`src/rtl/rlts_pkg.sv`:
```
// Package for the register list transfer sequencer.
// Holds widths, item layouts, the sequencer state type and the control structs.
// No dependencies.
`default_nettype none

package rlts_pkg;

    localparam int MASK_W = 16;
    localparam int IDX_W = 4;
    localparam int ADDR_W = 32;
    localparam int BASE_W = 3;

    localparam logic [ADDR_W-1:0] STEP_WORD = 32'd2;
    localparam logic [ADDR_W-1:0] STEP_LONG = 32'd4;

    localparam int S_TDATA_W = 56;
    localparam int M_TDATA_W = 80;

    // Input item layout.
    localparam int S_MASK_LO = 0;
    localparam int S_TOREG_BIT = 16;
    localparam int S_LONG_BIT = 17;
    localparam int S_PRE_BIT = 18;
    localparam int S_POST_BIT = 19;
    localparam int S_ADDR_LO = 20;
    localparam int S_BASE_LO = 52;

    typedef enum logic [1:0] {
        ST_IDLE,
        ST_SCAN,
        ST_EMPTY
    } seq_state_t;

    typedef struct packed {
        logic load;
        logic advance;
        logic down;
        logic lng;
    } addr_ctrl_t;

    typedef struct packed {
        logic             valid;
        logic             transfer;
        logic             last;
        logic [IDX_W-1:0] reg_index;
        logic             is_write;
        logic             store_dec_base;
        logic             sign_ext;
        logic             wb_valid;
        logic             pre;
    } emit_t;

    typedef struct packed {
        logic                  transfer_valid;
        logic [ADDR_W-1:0]     access_address;
        logic [IDX_W-1:0]      register_index;
        logic                  is_write;
        logic                  store_decremented_base;
        logic                  sign_extend_word;
        logic                  writeback_valid;
        logic [ADDR_W-1:0]     writeback_address;
    } result_t;

endpackage

`default_nettype wire

```
`src/rtl/rlts_addr_unit.sv`:
```
// Address register and the shared step adder of the sequencer.
// Depends on rlts_pkg for widths and the control struct.
`default_nettype none

module rlts_addr_unit (
    input  wire logic                      aclk,
    input  wire rlts_pkg::addr_ctrl_t      ctrl,
    input  wire logic [rlts_pkg::ADDR_W-1:0] start_address,
    output logic [rlts_pkg::ADDR_W-1:0]    addr,
    output logic [rlts_pkg::ADDR_W-1:0]    addr_stepped
);
    import rlts_pkg::*;

    logic [ADDR_W-1:0] addr_reg;
    logic [ADDR_W-1:0] addr_next;
    logic [ADDR_W-1:0] step;
    logic [ADDR_W-1:0] delta;

    always_comb begin
        step = ctrl.lng ? STEP_LONG : STEP_WORD;
        delta = ctrl.down ? (ADDR_W'(0) - step) : step;
        addr_stepped = addr_reg + delta;
    end

    always_comb begin
        priority if (ctrl.load) begin
            addr_next = start_address;
        end else if (ctrl.advance) begin
            addr_next = addr_stepped;
        end else begin
            addr_next = addr_reg;
        end
    end

    always_ff @(posedge aclk) begin
        addr_reg <= addr_next;
    end

    assign addr = addr_reg;

endmodule

`default_nettype wire

```
`src/rtl/rlts_ctrl.sv`:
```
// Sequencer scanning the register list one bit per cycle; set bits wait for a free slot.
// Depends on rlts_pkg for the state type and control structs.
`default_nettype none

module rlts_ctrl (
    input  wire logic                        aclk,
    input  wire logic                        aresetn,
    input  wire logic                        start,
    input  wire logic [rlts_pkg::MASK_W-1:0] register_mask,
    input  wire logic                        to_registers,
    input  wire logic                        long_size,
    input  wire logic                        predecrement,
    input  wire logic                        postincrement,
    input  wire logic [rlts_pkg::BASE_W-1:0] base_register,
    input  wire logic                        slot_free,
    output logic                             ready,
    output rlts_pkg::addr_ctrl_t             addr_ctrl,
    output rlts_pkg::emit_t                  emit
);
    import rlts_pkg::*;

    seq_state_t        state_reg;
    seq_state_t        state_next;
    logic [MASK_W-1:0] mask_reg;
    logic [MASK_W-1:0] mask_next;
    logic [IDX_W-1:0]  idx_reg;
    logic [IDX_W-1:0]  idx_next;
    logic              load_reg;
    logic              lng_reg;
    logic              pre_reg;
    logic              post_reg;
    logic [BASE_W-1:0] base_reg;

    logic              bit_set;
    logic [MASK_W-1:0] rest_mask;
    logic              rest_empty;
    logic              fire;
    logic [IDX_W-1:0]  reg_idx;

    always_comb begin
        bit_set = mask_reg[idx_reg];
        rest_mask = mask_reg & ~(MASK_W'(1) << idx_reg);
        rest_empty = (rest_mask == '0);
        fire = (state_reg == ST_SCAN) && bit_set && slot_free;
        reg_idx = idx_reg ^ {IDX_W{pre_reg}};
    end

    always_comb begin
        unique case (state_reg)
            ST_IDLE: begin
                if (start) begin
                    state_next = (register_mask == '0) ? ST_EMPTY : ST_SCAN;
                end else begin
                    state_next = ST_IDLE;
                end
            end
            ST_SCAN: begin
                state_next = (fire && rest_empty) ? ST_IDLE : ST_SCAN;
            end
            ST_EMPTY: begin
                state_next = slot_free ? ST_IDLE : ST_EMPTY;
            end
            default: begin
                state_next = ST_IDLE;
            end
        endcase
    end

    always_comb begin
        ready = 1'b0;
        addr_ctrl = '0;
        addr_ctrl.down = pre_reg;
        addr_ctrl.lng = lng_reg;
        emit = '0;
        emit.pre = pre_reg;
        mask_next = mask_reg;
        idx_next = idx_reg;
        unique case (state_reg)
            ST_IDLE: begin
                ready = 1'b1;
                addr_ctrl.load = start;
                mask_next = register_mask;
                idx_next = '0;
            end
            ST_SCAN: begin
                if (!bit_set) begin
                    idx_next = idx_reg + IDX_W'(1);
                end else if (slot_free) begin
                    idx_next = idx_reg + IDX_W'(1);
                    mask_next = rest_mask;
                    addr_ctrl.advance = 1'b1;
                end
                emit.valid = fire;
                emit.transfer = 1'b1;
                emit.last = rest_empty;
                emit.reg_index = reg_idx;
                emit.is_write = !load_reg;
                emit.store_dec_base = pre_reg && (reg_idx == {1'b1, base_reg});
                emit.sign_ext = load_reg && !lng_reg;
                emit.wb_valid = rest_empty && (pre_reg || post_reg);
            end
            ST_EMPTY: begin
                emit.valid = slot_free;
                emit.last = 1'b1;
                emit.wb_valid = pre_reg || post_reg;
            end
            default: begin
                ready = 1'b0;
            end
        endcase
    end

    always_ff @(posedge aclk) begin
        if (!aresetn) begin
            state_reg <= ST_IDLE;
        end else begin
            state_reg <= state_next;
        end
    end

    always_ff @(posedge aclk) begin
        mask_reg <= mask_next;
        idx_reg <= idx_next;
        if (state_reg == ST_IDLE && start) begin
            load_reg <= to_registers;
            lng_reg <= long_size;
            pre_reg <= !to_registers && predecrement;
            post_reg <= to_registers && postincrement;
            base_reg <= base_register;
        end
    end

endmodule

`default_nettype wire

```
`src/rtl/register_list_transfer_sequencer_core.sv`:
```
// Top level of the register list transfer sequencer.
// Depends on rlts_pkg, rlts_ctrl and rlts_addr_unit.
//
// One request turns a 16-bit register list into one memory access item per
// set bit, D0 up to A7 with the address rising after each access, or in
// predecrement store mode A7 down to D0 with the address falling before each
// access. An empty list gives one item with no transfer. After a request is
// accepted, the sequencer walks the list one bit per cycle, holding on a set
// bit while m_tready stalls the output, up to and including the last set
// bit, through a single shared address adder. Results leave through an
// output register.
`default_nettype none

module register_list_transfer_sequencer_core (
    input  wire logic                           aclk,
    input  wire logic                           aresetn,
    input  wire logic                           s_tvalid,
    output logic                                s_tready,
    // register_mask, to_registers, long_size, predecrement, postincrement,
    // start_address, base_register, one zero pad bit
    input  wire logic [rlts_pkg::S_TDATA_W-1:0] s_tdata,
    output logic                                m_tvalid,
    input  wire logic                           m_tready,
    // transfer_valid, access_address, register_index, is_write,
    // store_decremented_base, sign_extend_word, writeback_valid,
    // writeback_address, seven zero pad bits
    output logic [rlts_pkg::M_TDATA_W-1:0]      m_tdata,
    output logic                                m_tlast
);
    import rlts_pkg::*;

    logic              start;
    logic              slot_free;
    logic              ready;
    addr_ctrl_t        addr_ctrl;
    emit_t             emit;
    logic [ADDR_W-1:0] addr;
    logic [ADDR_W-1:0] addr_stepped;
    result_t           result;

    logic              m_tvalid_reg;
    result_t           m_result_reg;
    logic              m_tlast_reg;

    assign slot_free = !m_tvalid_reg || m_tready;
    assign start = s_tvalid && ready;
    assign s_tready = ready;

    rlts_ctrl u_ctrl (
        .aclk          (aclk),
        .aresetn       (aresetn),
        .start         (start),
        .register_mask (s_tdata[S_MASK_LO +: MASK_W]),
        .to_registers  (s_tdata[S_TOREG_BIT]),
        .long_size     (s_tdata[S_LONG_BIT]),
        .predecrement  (s_tdata[S_PRE_BIT]),
        .postincrement (s_tdata[S_POST_BIT]),
        .base_register (s_tdata[S_BASE_LO +: BASE_W]),
        .slot_free     (slot_free),
        .ready         (ready),
        .addr_ctrl     (addr_ctrl),
        .emit          (emit)
    );

    rlts_addr_unit u_addr (
        .aclk          (aclk),
        .ctrl          (addr_ctrl),
        .start_address (s_tdata[S_ADDR_LO +: ADDR_W]),
        .addr          (addr),
        .addr_stepped  (addr_stepped)
    );

    always_comb begin
        result.transfer_valid = emit.transfer;
        result.access_address = '0;
        if (emit.transfer) begin
            result.access_address = emit.pre ? addr_stepped : addr;
        end
        result.register_index = emit.reg_index;
        result.is_write = emit.is_write;
        result.store_decremented_base = emit.store_dec_base;
        result.sign_extend_word = emit.sign_ext;
        result.writeback_valid = emit.wb_valid;
        result.writeback_address = '0;
        if (emit.wb_valid) begin
            result.writeback_address = emit.transfer ? addr_stepped : addr;
        end
    end

    always_ff @(posedge aclk) begin
        if (!aresetn) begin
            m_tvalid_reg <= 1'b0;
        end else if (slot_free) begin
            m_tvalid_reg <= emit.valid;
        end
    end

    always_ff @(posedge aclk) begin
        if (slot_free) begin
            m_result_reg <= result;
            m_tlast_reg <= emit.last;
        end
    end

    assign m_tvalid = m_tvalid_reg;
    assign m_tlast = m_tlast_reg;
    assign m_tdata = {7'd0,
                      m_result_reg.writeback_address,
                      m_result_reg.writeback_valid,
                      m_result_reg.sign_extend_word,
                      m_result_reg.store_decremented_base,
                      m_result_reg.is_write,
                      m_result_reg.register_index,
                      m_result_reg.access_address,
                      m_result_reg.transfer_valid};

`ifndef SYNTH
    a_wb_only_last: assert property (@(posedge aclk) disable iff (!aresetn)
        m_tvalid && m_result_reg.writeback_valid |-> m_tlast)
        else $error("Writeback flagged on an item that is not the last one.");

    a_empty_is_last: assert property (@(posedge aclk) disable iff (!aresetn)
        m_tvalid && !m_result_reg.transfer_valid |-> m_tlast)
        else $error("An item without a transfer is not the last one.");

    a_busy_after_accept: assert property (@(posedge aclk) disable iff (!aresetn)
        s_tvalid && s_tready |=> !s_tready)
        else $error("Sequencer ready again right after taking a request.");

    a_no_wb_addr_without_wb: assert property (@(posedge aclk) disable iff (!aresetn)
        m_tvalid && !m_result_reg.writeback_valid |->
            m_result_reg.writeback_address == '0)
        else $error("Writeback address set without a writeback.");
`endif

endmodule

`default_nettype wire
```
`config.mk`:
```
export PLATFORM = sky130hd
export DESIGN_NAME = register_list_transfer_sequencer_core
export DESIGN_NICKNAME = d
export VERILOG_FILES = /design/src/rtl/rlts_pkg.sv /design/src/rtl/rlts_addr_unit.sv /design/src/rtl/rlts_ctrl.sv /design/src/rtl/register_list_transfer_sequencer_core.sv
export SDC_FILE = /design/constraint.sdc
export NUM_CORES = 1
export LEC_CHECK = 0
export BUFFER_PORTS_ARGS = -buffer_cell sky130_fd_sc_hd__buf_2
export CORE_MARGIN = 2
export CORE_UTILIZATION = 25
export DETAILED_ROUTE_END_ITERATION = 16
export PLACE_DENSITY = 0.38
export SLEW_MARGIN = 20
export SYNTH_ARGS = -nofsm -noshare
export SYNTH_HDL_FRONTEND = slang
export SYNTH_SLANG_ARGS = --single-unit
```
`constraint.sdc`:
```
create_clock -name aclk -period 4.6 [get_ports aclk]
set_clock_uncertainty 0.2 [all_clocks]
set_input_delay 0.46 -clock aclk [delete_from_list [all_inputs] [get_ports aclk]]
set_output_delay 0.46 -clock aclk [all_outputs]
set_load 0.05 [all_outputs]
```
==> results by stage, run 1 <==
CTS:
- TritonCTS created 17 clock buffers.
- The tree is rooted in a clkbuf_16.
- The TritonCTS sink count is ~140.
- The count of hold buffers inserted by post-cts repair is 2.
- The clock tree synthesis step divided the H-tree into 4 levels.
- The clock edge transition at the registers on the reported setup and hold paths is ~0.060 ns.
- TritonCTS built the clock tree.
- The total setup buffers inserted after CTS is 0.
- The number of buffers on the longest clock path is 2.
- The later-pin clock latency in the skew report is between 0.4 and 0.5 ns.
- The number of cells upsized or downsized after cts is 0.

GRT:
- The number of global-route vias before repair is ~6200.
- Entering global routing, the biggest net connects 68 pins.
- The initial antenna violation count is 0.
- The overall global routing resource usage is between 10 and 15%.
- For this run the aggregate overflow at the end of global routing stands at 0.
- The first global-routing pass estimated approximately 36 mm of wire.

Worst setup path:
- The delay of the slowest cell on the worst path is approximately 0.66 ns.
- The maximum fanout along the worst path is 18.
- The number of buffer and inverter stages on the critical path is 1.
- For the worst setup path, the data required time is between 4 and 5 ns.
- The cell seen most often among critical-path stages is ha_1.
- The number of cells on the worst reg-to-reg path is 12.
- The critical path goes through ha_1, ha_1, a21boi_0, o22ai_1, and2_1, o2111ai_1, nor4_2, a21oi_1, or2_1, buf_12, a211o_1, nand2_1.
- The capturing instance or port of the critical path is m_tdata[72]$_SDFFCE_PN0P_.
- The endpoint identified for the worst register-to-register timing path is m_tdata[72]$_SDFFCE_PN0P_.
- The number of stages on the worst setup path is 12.
- STA classifies the critical path startpoint as a flop.
- In this run the critical register-to-register path is launched from u_ctrl.idx_reg[1]$_SDFFCE_PN0P_.
- The worst setup slack for register-to-register paths is 0.76 ns.
- The cell family contributing the most delay on the critical path is simple AND/OR/NAND/NOR gates.
- The slowest stage of the critical path belongs to the cell edfxtp_1.
- The type of the worst setup path is reg2reg.
- The startpoint of the worst setup timing path is u_ctrl.idx_reg[1]$_SDFFCE_PN0P_.
- The worst setup path is captured at a flop.
- The critical path data arrival time is a little under 4 ns.

STA:
- The clock period could shrink to 3.84 ns.
- At the pin with the least slew margin, the transition time is just over 0.9 ns.
- Static timing analysis puts the maximum clock frequency at roughly 0.26 GHz.
- In the finished design, the share of the clock period the worst path needs comes to 83.5%.
- The total setup violations reported at the end of the flow is 0.
- Setup repair after global routing left no endpoint under its margin.
- The worst pin sits at a relative slew slack of a little under two fifths.
- The count of endpoints failing hold in the final timing report was 0.
- The max-slew violation total from the final report is 0.
- The setup TNS is 0 ns.

Power and ir drop:
- Net switching is between 30% and 40% of the power.
- The part of the power in registers is between 30% and 40%.
- Power spread over the standard cell area amounts to between 500 and 600 mW/mm2.
- The internal power summed over all cells is between 0.003 and 0.004 W.
- The clock network is responsible for approximately 31% of the overall power.
- The leakage power of the design is 4.32 nW.
- The share of total power dissipated in combinational logic is 34.6%.
- The worst vdd rail ir drop is around 0.00026 V.
- The switching power is around 0.0018 W.

Route:
- The post-route DRC violation count is 0.
- The via-per-instance ratio is ~4.6.
- In this run, the number of DRC markers left after iteration 0 of detailed routing was between 300 and 400.
- The post-detailed-route wirelength per cell is roughly 18 um.
- The post-detailed-routing wire length is about 23 mm.
- The first TritonRoute pass finished after 4 iterations.
- The residual antenna-violating net count after detailed routing is 0.
- Across all layers, the routed design uses around 6000 vias.

Hold path:
- The worst hold path belongs to the class in2reg.

Placed design:
- The final weighted congestion in routability-driven placement is about 0.83.
- In this run the cell area measured after placement is between 0.009 and 0.01 mm2.
- The quantity of I/O buffers inserted on ports is between 100 and 150.
- Detailed placement finished with a half-perimeter wire length of 16.0 mm.
- The cell count after placement is 1274.

Final layout:
- The multi-input logic area is between 0.003 and 0.004 mm2.
- The final-stage net count is around 990.
- The area growth from synthesis to layout is 22.6%.
- After routing the design area is slightly below 0.01 mm2.
- The post-route non-filler standard cell count is 1308.
- The flip-flop count of the largest register after layout is 73.
- Registers take roughly 0.004 mm2.
- Cells with a size suffix above 1 make up approximately 22% of the layout.
- The total inserted antenna cells is 0.
- The number of filler cells placed in the layout is ~3300.

Synth:
- After synthesis, the share of flip-flops with an asynchronous set or reset is 0%.
- After synthesis, the largest family of logic cells by area is simple AND/OR/NAND/NOR gates.
- The number of flip-flops and latches in the synthesized netlist is around 140.
- The Yosys step of the flow raised 0 warnings.
- Sequential elements use roughly 50% of the synthesized area.
- The number of enable flip-flop cells after synthesis is 133.
- After Yosys synthesis, and, or, nand and nor cells account for about 14% of the synthesized area.
- After synthesis the cells add up to 0.00803 mm2.
- The share of the synthesized netlist area taken by xor and xnor gates is between 4 and 5%.
- Summing the areas of all compound-gate instances in the mapped netlist gives between 10% and 20% of the synthesized area.
- Among all flip-flop cells after synthesis, the most frequent one is edfxtp_1.
- The average cell area after synthesis is between 10 and 15 um2.
- The distinct cell type count of the synthesized netlist is 65.
- The cell count after synthesis came out at 764.
- The post-synthesis share of cell area spent on full adders, half adders and majority gates is around 6.5%.
- In the synthesized netlist, mux cells make up 7.56% of the area.

Status:
- The flow ran to the end, and the final reports show no timing, DRC or antenna violations.

Floorplanning:
- The floorplan step set the die height to roughly 180 um.
- The core footprint is between 0.03 and 0.04 mm2.
- The number of rows created at floorplan is 65.
- The floorplan step set the die width to 183 um.
- The total die area is around 0.034 mm2.
- Pin placement for this block handled ~140 I/O pins.
- The effective utilization at floorplan is about a quarter.

Flow run:
- The number of maximum-capacitance violations is 0.
==> cell families (layout without fill, tap and decap cells) <==
kind of cell,count (synthesis),in the layout
xor gates and xnor gates,39,39
buffers and inverters,78,214
AOI/OAI and AO/OA,156,156
muxes,54,54
and+or+nand+nor,259,259
adders and majority gates,41,41
other,1,7
DFF,136,136
==> worst min path at each step <==
stage	from	end	slack (ns)	cells after the start
final	s_tdata[54]	u_ctrl.base_reg[2]$_DFFE_PP_	0.03	1
after global routing	s_tdata[52]	u_ctrl.base_reg[0]$_DFFE_PP_	0.01	1
after CTS	s_tdata[52]	u_ctrl.base_reg[0]$_DFFE_PP_	0.01	1
after detailed placement	u_addr.addr[0]$_DFFE_PP_	m_tdata[41]$_SDFFCE_PN0P_	0.33	1
after global placement	u_ctrl.load_reg$_DFFE_PP_	m_tdata[37]$_SDFFCE_PN0P_	0.33	1
after floorplan	u_addr.addr[0]$_DFFE_PP_	m_tdata[41]$_SDFFCE_PN0P_	0.32	1
==> layer usage <==
layer / global-route usage (%) / wire (um) / up-vias / part of all wire (%)
li1: - / - / 3016 / -
met1: 20.0 / 12000 / 2855 / 51
met2: 22.4 / 10500 / 97 / 45
met3: 2.74 / 704 / 17 / 3.0
met4: 4.03 / 254 / 0 / 1.1
met5: 0 / 0 / - / 0
==> power groups by stage <==
stage	Sequential (W)	Combinational [W]	Clock, W
2_1_floorplan	0.00195	0.00114	0
3_3_place_gp	0.00177	0.00177	0
3_5_place_dp	0.00177	0.00177	0
4_1_cts	0.00175	0.00178	0.00163
5_1_grt	0.00177	0.00196	0.00168
6_report	0.00175	0.00176	0.00158
==> area by class of cell <==
cell class | instances | area share (%)
clock buffers | 21 | 4.78
well taps | 402 | 5.11
inverters | 34 | 1.31
clock inverters | 11 | 1.96
flip-flops and latches | 136 | 41.2
repair buffers | 148 | 8.19
multi-input cells | 556 | 37.5
==> per-stage QoR <==
| stage | power [W] | setup slack (ns) | hold WS, ns | utilization, % |
|---|---|---|---|---|
| finish | 0.00508 | 0.758 | 0.0334 | 31.2 |
| global route | 0.00541 | 0.491 | 0.0135 | 31.2 |
| CTS | 0.00516 | 0.688 | 0.00992 | 31.2 |
| detailed placement | 0.00354 | 0.720 | 0.334 | 29.0 |
| global placement | 0.00354 | 0.758 | 0.335 | 29.0 |
| floorplan | 0.00309 | 0.376 | 0.315 | - |
==> synth_stat cells (5+ instances only) <==
cell / count / area [um2]
a22o_1: 6 / 52.6
and3_1: 7 / 43.8
o21ai_0: 30 / 150
o21ai_1: 5 / 25.0
a31oi_1: 7 / 43.8
mux4_2: 5 / 113
a21oi_1: 39 / 195
a21o_1: 16 / 120
nor4_1: 5 / 31.3
o22ai_1: 7 / 43.8
nand2_1: 113 / 424
edfxtp_1: 133 / 3990
mux2i_1: 46 / 460
xor2_1: 10 / 87.6
nor2_1: 78 / 293
ha_1: 40 / 500
nand3_1: 18 / 90.1
buf_1: 5 / 18.8
clkbuf_1: 27 / 101
a211oi_1: 5 / 37.5
nor2b_1: 7 / 43.8
inv_1: 31 / 116
xnor2_1: 29 / 254
nand4_1: 6 / 37.5
and2_1: 7 / 43.8
buf_4: 8 / 60.1
==> cells in the final DEF, fill, tap and decap left out, types with 10 or more instances in the layout <==
cell / synthesis / routed
a21o_1: 16 / 16
buf_4: 8 / 10
a21oi_1: 39 / 39
nand3_1: 18 / 18
xnor2_1: 29 / 29
xor2_1: 10 / 10
nand2_1: 113 / 113
ha_1: 40 / 39
nor2_1: 78 / 78
edfxtp_1: 133 / 133
mux2i_1: 46 / 46
buf_2: 4 / 134
o21ai_0: 30 / 29
clkbuf_16: 0 / 17
inv_1: 31 / 30
(Power assumes the default switching activity.)
==> run 2: changes to the inputs <==
--- a/config.mk
+++ b/config.mk
@@ -5,11 +5,12 @@
 export SDC_FILE = /design/constraint.sdc
 export NUM_CORES = 1
 export LEC_CHECK = 0
+export ABC_AREA = 1
 export BUFFER_PORTS_ARGS = -buffer_cell sky130_fd_sc_hd__buf_2
 export CORE_MARGIN = 2
 export CORE_UTILIZATION = 25
 export DETAILED_ROUTE_END_ITERATION = 16
-export PLACE_DENSITY = 0.38
+export PLACE_DENSITY = 0.39
 export SLEW_MARGIN = 20
 export SYNTH_ARGS = -nofsm -noshare
 export SYNTH_HDL_FRONTEND = slang
==> constraint.sdc (replaced) <==
create_clock -name aclk -period 3.4 [get_ports aclk]
set_clock_uncertainty 0.2 [all_clocks]
set_input_delay 0.34 -clock aclk [delete_from_list [all_inputs] [get_ports aclk]]
set_output_delay 0.34 -clock aclk [all_outputs]
set_load 0.05 [all_outputs]
==> run 2 against run 1 <==
Effect of this change: sequential power is 29% higher; global-route usage is 1.5 points higher; utilization hardly changed; via count is 35% higher; flip-flop and latch count stayed put; non-clock buffer count is 34 higher; clock power is 15% higher; register-to-register slack worse by 0.35 ns; sequential share of layout area is 4.7 points lower; first-iteration DRC count is 76% higher; final cell count is 41% higher; critical path type unchanged; critical endpoint is now m_tdata[19]$_SDFFCE_PN0P_.
==> results by stage, run 2 <==
Status:
- The run finished with clean final reports.

Power and ir drop:
- The leakage power of the design is 5.75 nW.
- The portion of total power attributed to the clock network is about 28%.
- The worst vdd rail ir drop is between 0.0002 and 0.00025 V.
- The internal power of the cells totals roughly 0.0038 W.
- In this run the power density over the cells is approximately 570 mW/mm2.
- Per report_power, the combinational group accounts for approximately 36% of the total.
- The switching share of total power is about two fifths.
- In this run, flip-flops and latches consume approximately 35% of the power.
- For this design the total switching power over the nets is between 0.002 and 0.003 W.

Synth:
- By count the netlist is led by nand2_1 (424), inv_1 (191), edfxtp_1 (133).
- The sequential fraction of the synthesis area is approximately 45%.
- Dividing the synthesized area by the synthesized cell count gives roughly 7.5 um2.
- The netlist area before placement is 0.00905 mm2.
- Of the post-synthesis cell area, the dominant cell type holds 44.1%.
- The number of enable flip-flop cells after synthesis is 133.
- The total number of yosys warnings is 0.
- By area the synthesized netlist is led by edfxtp_1 (44%), nand2_1 (18%), inv_1 (7.9%).
- The cell count after synthesis is roughly 1200.
- The post-synthesis async set-or-reset flop share is 0%.
- The largest area contributor in the netlist is edfxtp_1.
- The dominant register cell in the synthesized netlist is edfxtp_1.
- Counting distinct cell types in the post-synthesis netlist gives 38.
- In this run, synthesis produced a sequential element count of ~140.
- By instance count, the leading cell after synthesis is nand2_1.

CTS:
- The CTS buffer count is 17.
- Clock tree synthesis found a total of between 100 and 150 sinks.
- The number of buffers on the longest clock path is 2.
- In this run the post-CTS setup repair buffer count came out at 0.
- The clock tree from TritonCTS is yes.
- The tree is rooted in a clkbuf_16.
- The clock reaches the later pin of the worst-skew pair after 0.43 ns.
- The number of cells upsized or downsized after cts is 0.
- The level count of the clock H-tree is 4.
- After clock tree synthesis, the flow added hold-fix buffers numbering 26.
- The clock edge transition at the registers on the reported setup and hold paths is ~0.070 ns.

STA:
- The worst slew margin relative to its limit is 60.1%.
- The max-slew violation total from the final report is 0.
- The share of the clock period used by the worst path is between 80 and 90%.
- The highest clock rate is 0.334 GHz.
- Setup violations remaining at the end of the flow were counted as 0.
- The worst path needs around 3.0 ns of the cycle, external delays included.
- At the pin with the least slew margin, the transition time is about 0.6 ns.
- The setup TNS is 0 ns.
- The final hold slack is between 0.01 and 0.015 ns.
- The count of endpoints failing hold in the final timing report is 0.
- Setup repair after global routing left no endpoint under its margin.

GRT:
- The total grt overflow is 0.
- The first global-routing pass estimated about 46 mm of wire.
- Entering global routing, the biggest net connects between 50 and 60 pins.
- The number of global-route vias before repair is around 8000.
- For this run, the total global-route usage over all layers was measured as 15.7%.
- The initial antenna violation count is 0.

Route:
- Using the TritonRoute via totals, the vias-per-cell ratio works out to roughly 4.4.
- The via total after detailed routing is ~8100.
- Dividing the detail-routed wire length by the instance count gives between 15 and 20 um.
- The post-route DRC violation count is 0.
- For this block, the routed nets add up to approximately 30 mm of wire.
- Wire segments on met2 add up to 13.8 mm in the final route.
- After detailed routing, the met3 layer carries roughly 900 um of wire.
- The detailed router used layers up to and including met4.
- The post-route met1 wirelength is about 15 mm.
- The residual antenna-violating net count after detailed routing is 0.
- The count of routing violations after the opening detailed-route iteration is about 580.
- For this run, the detailed router's first-pass iteration total came to 5.

Worst setup path:
- STA puts the critical path data arrival time at approximately 3 ns.
- The worst setup path is launched from a flop.
- The maximum fanout along the worst path is 25.
- The worst setup path is captured at a flop.
- Data on the critical path is required at its endpoint by roughly 3.4 ns.
- The type of the worst setup path is reg2reg.

Final layout:
- The library cell used most frequently in the layout, excluding fill and tap cells, is nand2_1.
- The sequential cell area is between 0.004 and 0.005 mm2.
- The flip-flop count of the largest register after layout is 73.
- The post-route netlist has around 15% of its cells at a drive strength greater than 1.
- In the layout the commonest cells are nand2_1 (423), inv_1 (190), buf_2 (134), edfxtp_1 (133), nor2_1 (94).
- The repair_antennas step left the layout with diodes totalling 0.
- Compared with the post-synthesis result, the final layout area differs by 22.7%.
- The multi-input logic area is just over 0.004 mm2.
- The final-stage net count is roughly 1500.
- Fill cells in the final layout number 3879.

Floorplanning:
- The core footprint is between 0.03 and 0.04 mm2.
- The number of top-level pins is 143.
- The floorplan has between 60 and 70 rows.
- From bottom edge to top edge, the die measures 194 um.
- The die covers about 0.038 mm2.
- The effective utilization at floorplan is 25.4%.
- The die is roughly 200 um wide.

Placed design:
- The HPWL after detailed placement is roughly 23 mm.
- The final weighted congestion in routability-driven placement is between 0.8 and 0.9.
- The count of buffers added on input and output ports is 134.

Hold path:
- The class of the tightest hold or removal check is in2reg.

Flow run:
- The number of maximum-capacitance violations is 0.
run 2: cell types whose count changed after synthesis, moves of 6 or more:
cell	before	now
o22ai_1	7	1
o21ai_0	30	67
nor2b_1	7	0
a22o_1	6	0
a21oi_2	1	9
nor2_1	78	94
mux2i_1	46	0
xnor2_1	29	6
inv_1	31	191
a21o_1	16	0
nand3_1	18	85
nand2_1	113	424
run 2: final cells by class:
class                   count  area share, %
flip-flops and latches    136           36.5
multi-input cells         840           36.4
repair buffers            182           10.2
inverters                 195           6.64
well taps                 461           5.19
clock buffers              17           3.83
clock inverters            15           1.18
run 2: worst max-delay path, stage by stage (launching register included):
cell      delay (ns)
edfxtp_1        0.46
buf_4           0.27
ha_1            0.39
nand2_1         0.14
inv_1           0.10
nand2_1         0.09
nor2_1          0.19
nand4_1         0.17
nand4_1         0.19
nand2_1         0.09
o21ai_0         0.28
buf_4           0.17
inv_1           0.03
run 2: power by group through the flow:
stage	sequential, W	combinational (W)	clock [W]
5_1_grt	0.00228	0.00263	0.00195
3_5_place_dp	0.00230	0.00229	0
6_report	0.00226	0.00230	0.00182
4_1_cts	0.00226	0.00232	0.00188
2_1_floorplan	0.00248	0.00142	0
3_3_place_gp	0.00230	0.00229	0
run 2: metrics by stage:
step           total power, W  setup WS, ns  cell area, um2  std cells  util, %
3_3_place_gp          0.00458         0.333           10300       1788     28.9
3_5_place_dp          0.00459         0.368           10300       1788     28.9
5_1_grt               0.00687         0.187           11100       1846     31.2
6_report              0.00638         0.409           11100       1846     31.2
2_1_floorplan         0.00391         0.298            9080       1216        -
4_1_cts               0.00646         0.358           11100       1846     31.2
run 2: path summary, 6_finish.rpt:
| check | to | startpoint | cells past startpoint | slack [ns] |
|---|---|---|---|---|
| hold reg to reg | m_tdata[1]$_SDFFCE_PN0P_ | u_addr.addr[0]$_DFFE_PP_ | 2 | 0.34 |
| setup / recovery | m_tdata[19]$_SDFFCE_PN0P_ | u_ctrl.pre_reg$_DFFE_PP_ | 12 | 0.41 |
| setup reg to reg | m_tdata[19]$_SDFFCE_PN0P_ | u_ctrl.pre_reg$_DFFE_PP_ | 12 | 0.41 |
| hold / removal | u_addr.addr[16]$_DFFE_PP_ | s_tdata[36] | 3 | 0.01 |
run 2: layer usage:
metal	vias to the layer above	global-route usage (%)
met5	-	0
met4	0	3.45
met3	14	2.33
met2	136	26.0
met1	3740	21.8
li1	4192	-
run 2: logic make-up (layout without fill, tap and decap cells):
| logic type | count (synthesis) | in the layout | share of synthesized area (%) |
|---|---|---|---|
| AO/OA/AOI/OAI | 133 | 133 | 8.06 |
| XOR/XNOR | 11 | 11 | 1.06 |
| adder cells (fa/ha/maj) | 41 | 41 | 5.75 |
| buffers and inverters | 240 | 409 | 10.9 |
| flip-flops | 136 | 136 | 44.8 |
| other | 1 | 7 | 0.0414 |
| AND/OR/NAND/NOR | 648 | 648 | 29.4 |
==> run 3: changes to the inputs <==
--- a/config.mk
+++ b/config.mk
@@ -7,10 +7,12 @@
 export LEC_CHECK = 0
 export ABC_AREA = 1
 export BUFFER_PORTS_ARGS = -buffer_cell sky130_fd_sc_hd__buf_2
+export CELL_PAD_IN_SITES_DETAIL_PLACEMENT = 1
+export CELL_PAD_IN_SITES_GLOBAL_PLACEMENT = 2
 export CORE_MARGIN = 2
 export CORE_UTILIZATION = 25
 export DETAILED_ROUTE_END_ITERATION = 16
-export PLACE_DENSITY = 0.39
+export PLACE_DENSITY = 0.63
 export SLEW_MARGIN = 20
 export SYNTH_ARGS = -nofsm -noshare
 export SYNTH_HDL_FRONTEND = slang
==> run 3 against run 2 <==
Effect of this change: utilization hardly changed; worst hold slack hardly changed; worst setup slack improved by 0.047 ns; largest cell class unchanged; wire length up 5.0%; largest power group unchanged; via count rose by 2.8%; non-clock buffer count did not move.
==> results by stage, run 3 (synthesis results as in run 2) <==
Status:
- The flow ran to the end, and the final reports show no timing, DRC or antenna violations.

CTS:
- The number of buffers on the longest clock path is 2.
- The total setup buffers inserted after CTS is 0.
- The later-pin clock latency in the skew report is 0.45 ns.
- The number of clock buffers added by TritonCTS is 17.
- The clock tree from TritonCTS is yes.
- The tree is rooted in a clkbuf_16.
- The level count of the clock H-tree is 4.
- For this design, the sink count on the clock tree is approximately 140.
- After clock tree synthesis, the clock-pin slew on the worst setup and hold paths is approximately 0.07 ns.

STA:
- The share of the clock period used by the worst path is a little under 90%.
- The count of endpoints failing hold in the final timing report came to 0.
- Setup repair after global routing left no endpoint under its margin.
- The worst slew margin relative to its limit is 53.7%.
- The minimum clock period after layout is ~3 ns.
- The worst-margin pin slew is 0.695 ns.
- Static timing analysis puts the maximum clock frequency at 0.340 GHz.
- The setup TNS is 0 ns.
- The max-slew violation total from the final report is 0.
- The final hold slack is about 0.014 ns.
- The total setup violations reported at the end of the flow is 0.

Flow run:
- The number of maximum-capacitance violations is 0.

GRT:
- The overall global routing resource usage is between 10% and 20%.
- Entering global routing, the biggest net connects 52 pins.
- The total grt overflow is 0.
- The first global-routing pass estimated about 49 mm of wire.
- The initial antenna violation count is 0.
- The number of global-route vias before repair came to 8698.

Final layout:
- The most common cell after layout, fill and taps aside is nand2_1.
- 0 antenna diodes ended up in the layout.
- For this run, the share of the core covered by cells in the final layout is 31.3%.
- The post-route netlist has between 10% and 20% of its cells at a drive strength greater than 1.
- The top cell types in the final layout, fill and taps aside, are nand2_1 (423), inv_1 (190), buf_2 (134), edfxtp_1 (133), nor2_1 (94).
- The filler cells instantiated in the layout total ~4400.
- The register with the most flip-flops in the layout has between 70 and 80 of them.
- The final-stage net count is between 1000 and 1500.
- After the flow finishes, the layout carries non-filler instances totaling 1845.
- The area overhead of the layout relative to synthesis is 22.8%.

Route:
- The routed layout has ~8300 vias.
- The count of routing violations after the opening detailed-route iteration is ~380.
- The via-per-instance ratio is 4.50.
- Once detail routing completed, the nets flagged for antenna violations numbered 0.
- The pre-antenna-repair detailed-routing pass consisted of 4 iterations.
- The post-detailed-routing wire length is 31.1 mm.
- Dividing the detail-routed wire length by the instance count gives approximately 17 um.
- The post-route DRC violation count is 0.

Floorplanning:
- The number of rows created at floorplan is between 60 and 70.
- The number of top-level pins is between 100 and 150.
- The die boundary width is between 150 and 200 um.
- The die is ~190 um tall.
- For this configuration, the core starts out at a cell density of roughly 25%.
- In this run the standard cell core region covers 0.0356 mm2.
- The die covers 0.0377 mm2.

Worst setup path:
- Of all nets on the critical path, the largest fanout is 50.
- STA puts the critical path data required time at between 3 and 4 ns.
- The type of the worst setup path is reg2reg.
- The type of element launching the critical path is a flop.
- Data on the critical path arrives at its endpoint at just under 3 ns.
- The worst setup path is captured at a flop.

Placed design:
- The quantity of I/O buffers inserted on ports is between 100 and 150.
- The congestion estimate from routability-driven global placement came to between 0.8 and 0.9.
- Including well taps, the total number of placed cells is 1781.
- The HPWL after detailed placement is ~24 mm.

Power and ir drop:
- The clock network is responsible for 28.8% of the overall power.
- Internal power comes to 0.00382 W.
- Net switching is 41.2% of the power.
- The power per unit of standard cell area is about 580 mW/mm2.
- Of the total power, registers draw between 30% and 40%.
- VDD sags by at most about 0.00025 V.
- The final total power is roughly 0.0065 W.
- Combinational cells account for between 30% and 40% of the total power.
- Summed over all nets, the switching power comes to between 0.002 and 0.003 W.
- The leakage power of the design is 5.74 nW.

Hold path:
- In this run the worst hold path is classified as in2reg.
[run 3: cell count changes in the layout (fill, tap and decap cells not counted), sizes merged]
cell / change
bufinv: +1
buf: -7
dlygate4sd3: +7
clkinv: +2
inv: -4
[run 3: metal layers]
metal  vias to the layer above  track usage, %  share of wire, %
met5                         -               0                 0
met4                         0            3.87              0.90
met2                       104            27.7                46
met3                        19            2.12               2.5
li1                       4188               -                 -
met1                      4000            23.3                50
[run 3: stage by stage]
stage | worst slack (ns) | instance area, um2
2_1_floorplan | 0.298 | 9080
3_3_place_gp | 0.441 | 10200
3_5_place_dp | 0.424 | 10200
4_1_cts | 0.412 | 11100
5_1_grt | 0.156 | 11100
6_report | 0.456 | 11100
[run 3: critical path, stage by stage (launching register included)]
cell and delay (ns):
edfxtp_1 0.44, buf_12 0.22, ha_1 0.44, nand2_1 0.14, nor2_1 0.16, inv_1 0.07
nor2_1 0.23, nand3_1 0.18, nand4_1 0.15, nand2_1 0.15, o21ai_0 0.21, inv_1 0.06
[run 3: path summary, 6_finish.rpt]
kind / from / to / slack (ns) / cells past startpoint
setup / recovery: u_ctrl.pre_reg$_DFFE_PP_ / m_tdata[23]$_SDFFCE_PN0P_ / 0.46 / 11
hold / removal: s_tdata[28] / u_addr.addr[8]$_DFFE_PP_ / 0.01 / 3
setup reg to reg: u_ctrl.pre_reg$_DFFE_PP_ / m_tdata[23]$_SDFFCE_PN0P_ / 0.46 / 11
hold reg to reg: u_addr.addr[0]$_DFFE_PP_ / m_tdata[1]$_SDFFCE_PN0P_ / 0.34 / 2
[run 3: final cells by class]
class / instances / area, um2 / share of cell area (%)
flip-flops and latches: 136 / 4050 / 36.5
clock buffers: 17 / 425 / 3.83
inverters: 195 / 737 / 6.63
well taps: 461 / 577 / 5.19
repair buffers: 182 / 1140 / 10.2
clock inverters: 14 / 140 / 1.26
multi-input cells: 840 / 4050 / 36.4
[run 3: what timing repair did]
action | in CTS | in global routing
endpoints found under the hold margin | 33 | 0
hold buffers | 33 | 0
gates resized for setup | 0 | 0
[run 3: power by group through the flow]
stage / registers (W) / clock network (W) / logic (W)
2_1_floorplan: 0.00248 / 0 / 0.00142
3_3_place_gp: 0.00229 / 0 / 0.00233
3_5_place_dp: 0.00230 / 0 / 0.00236
4_1_cts: 0.00226 / 0.00192 / 0.00240
5_1_grt: 0.00229 / 0.00198 / 0.00269
6_report: 0.00226 / 0.00187 / 0.00236
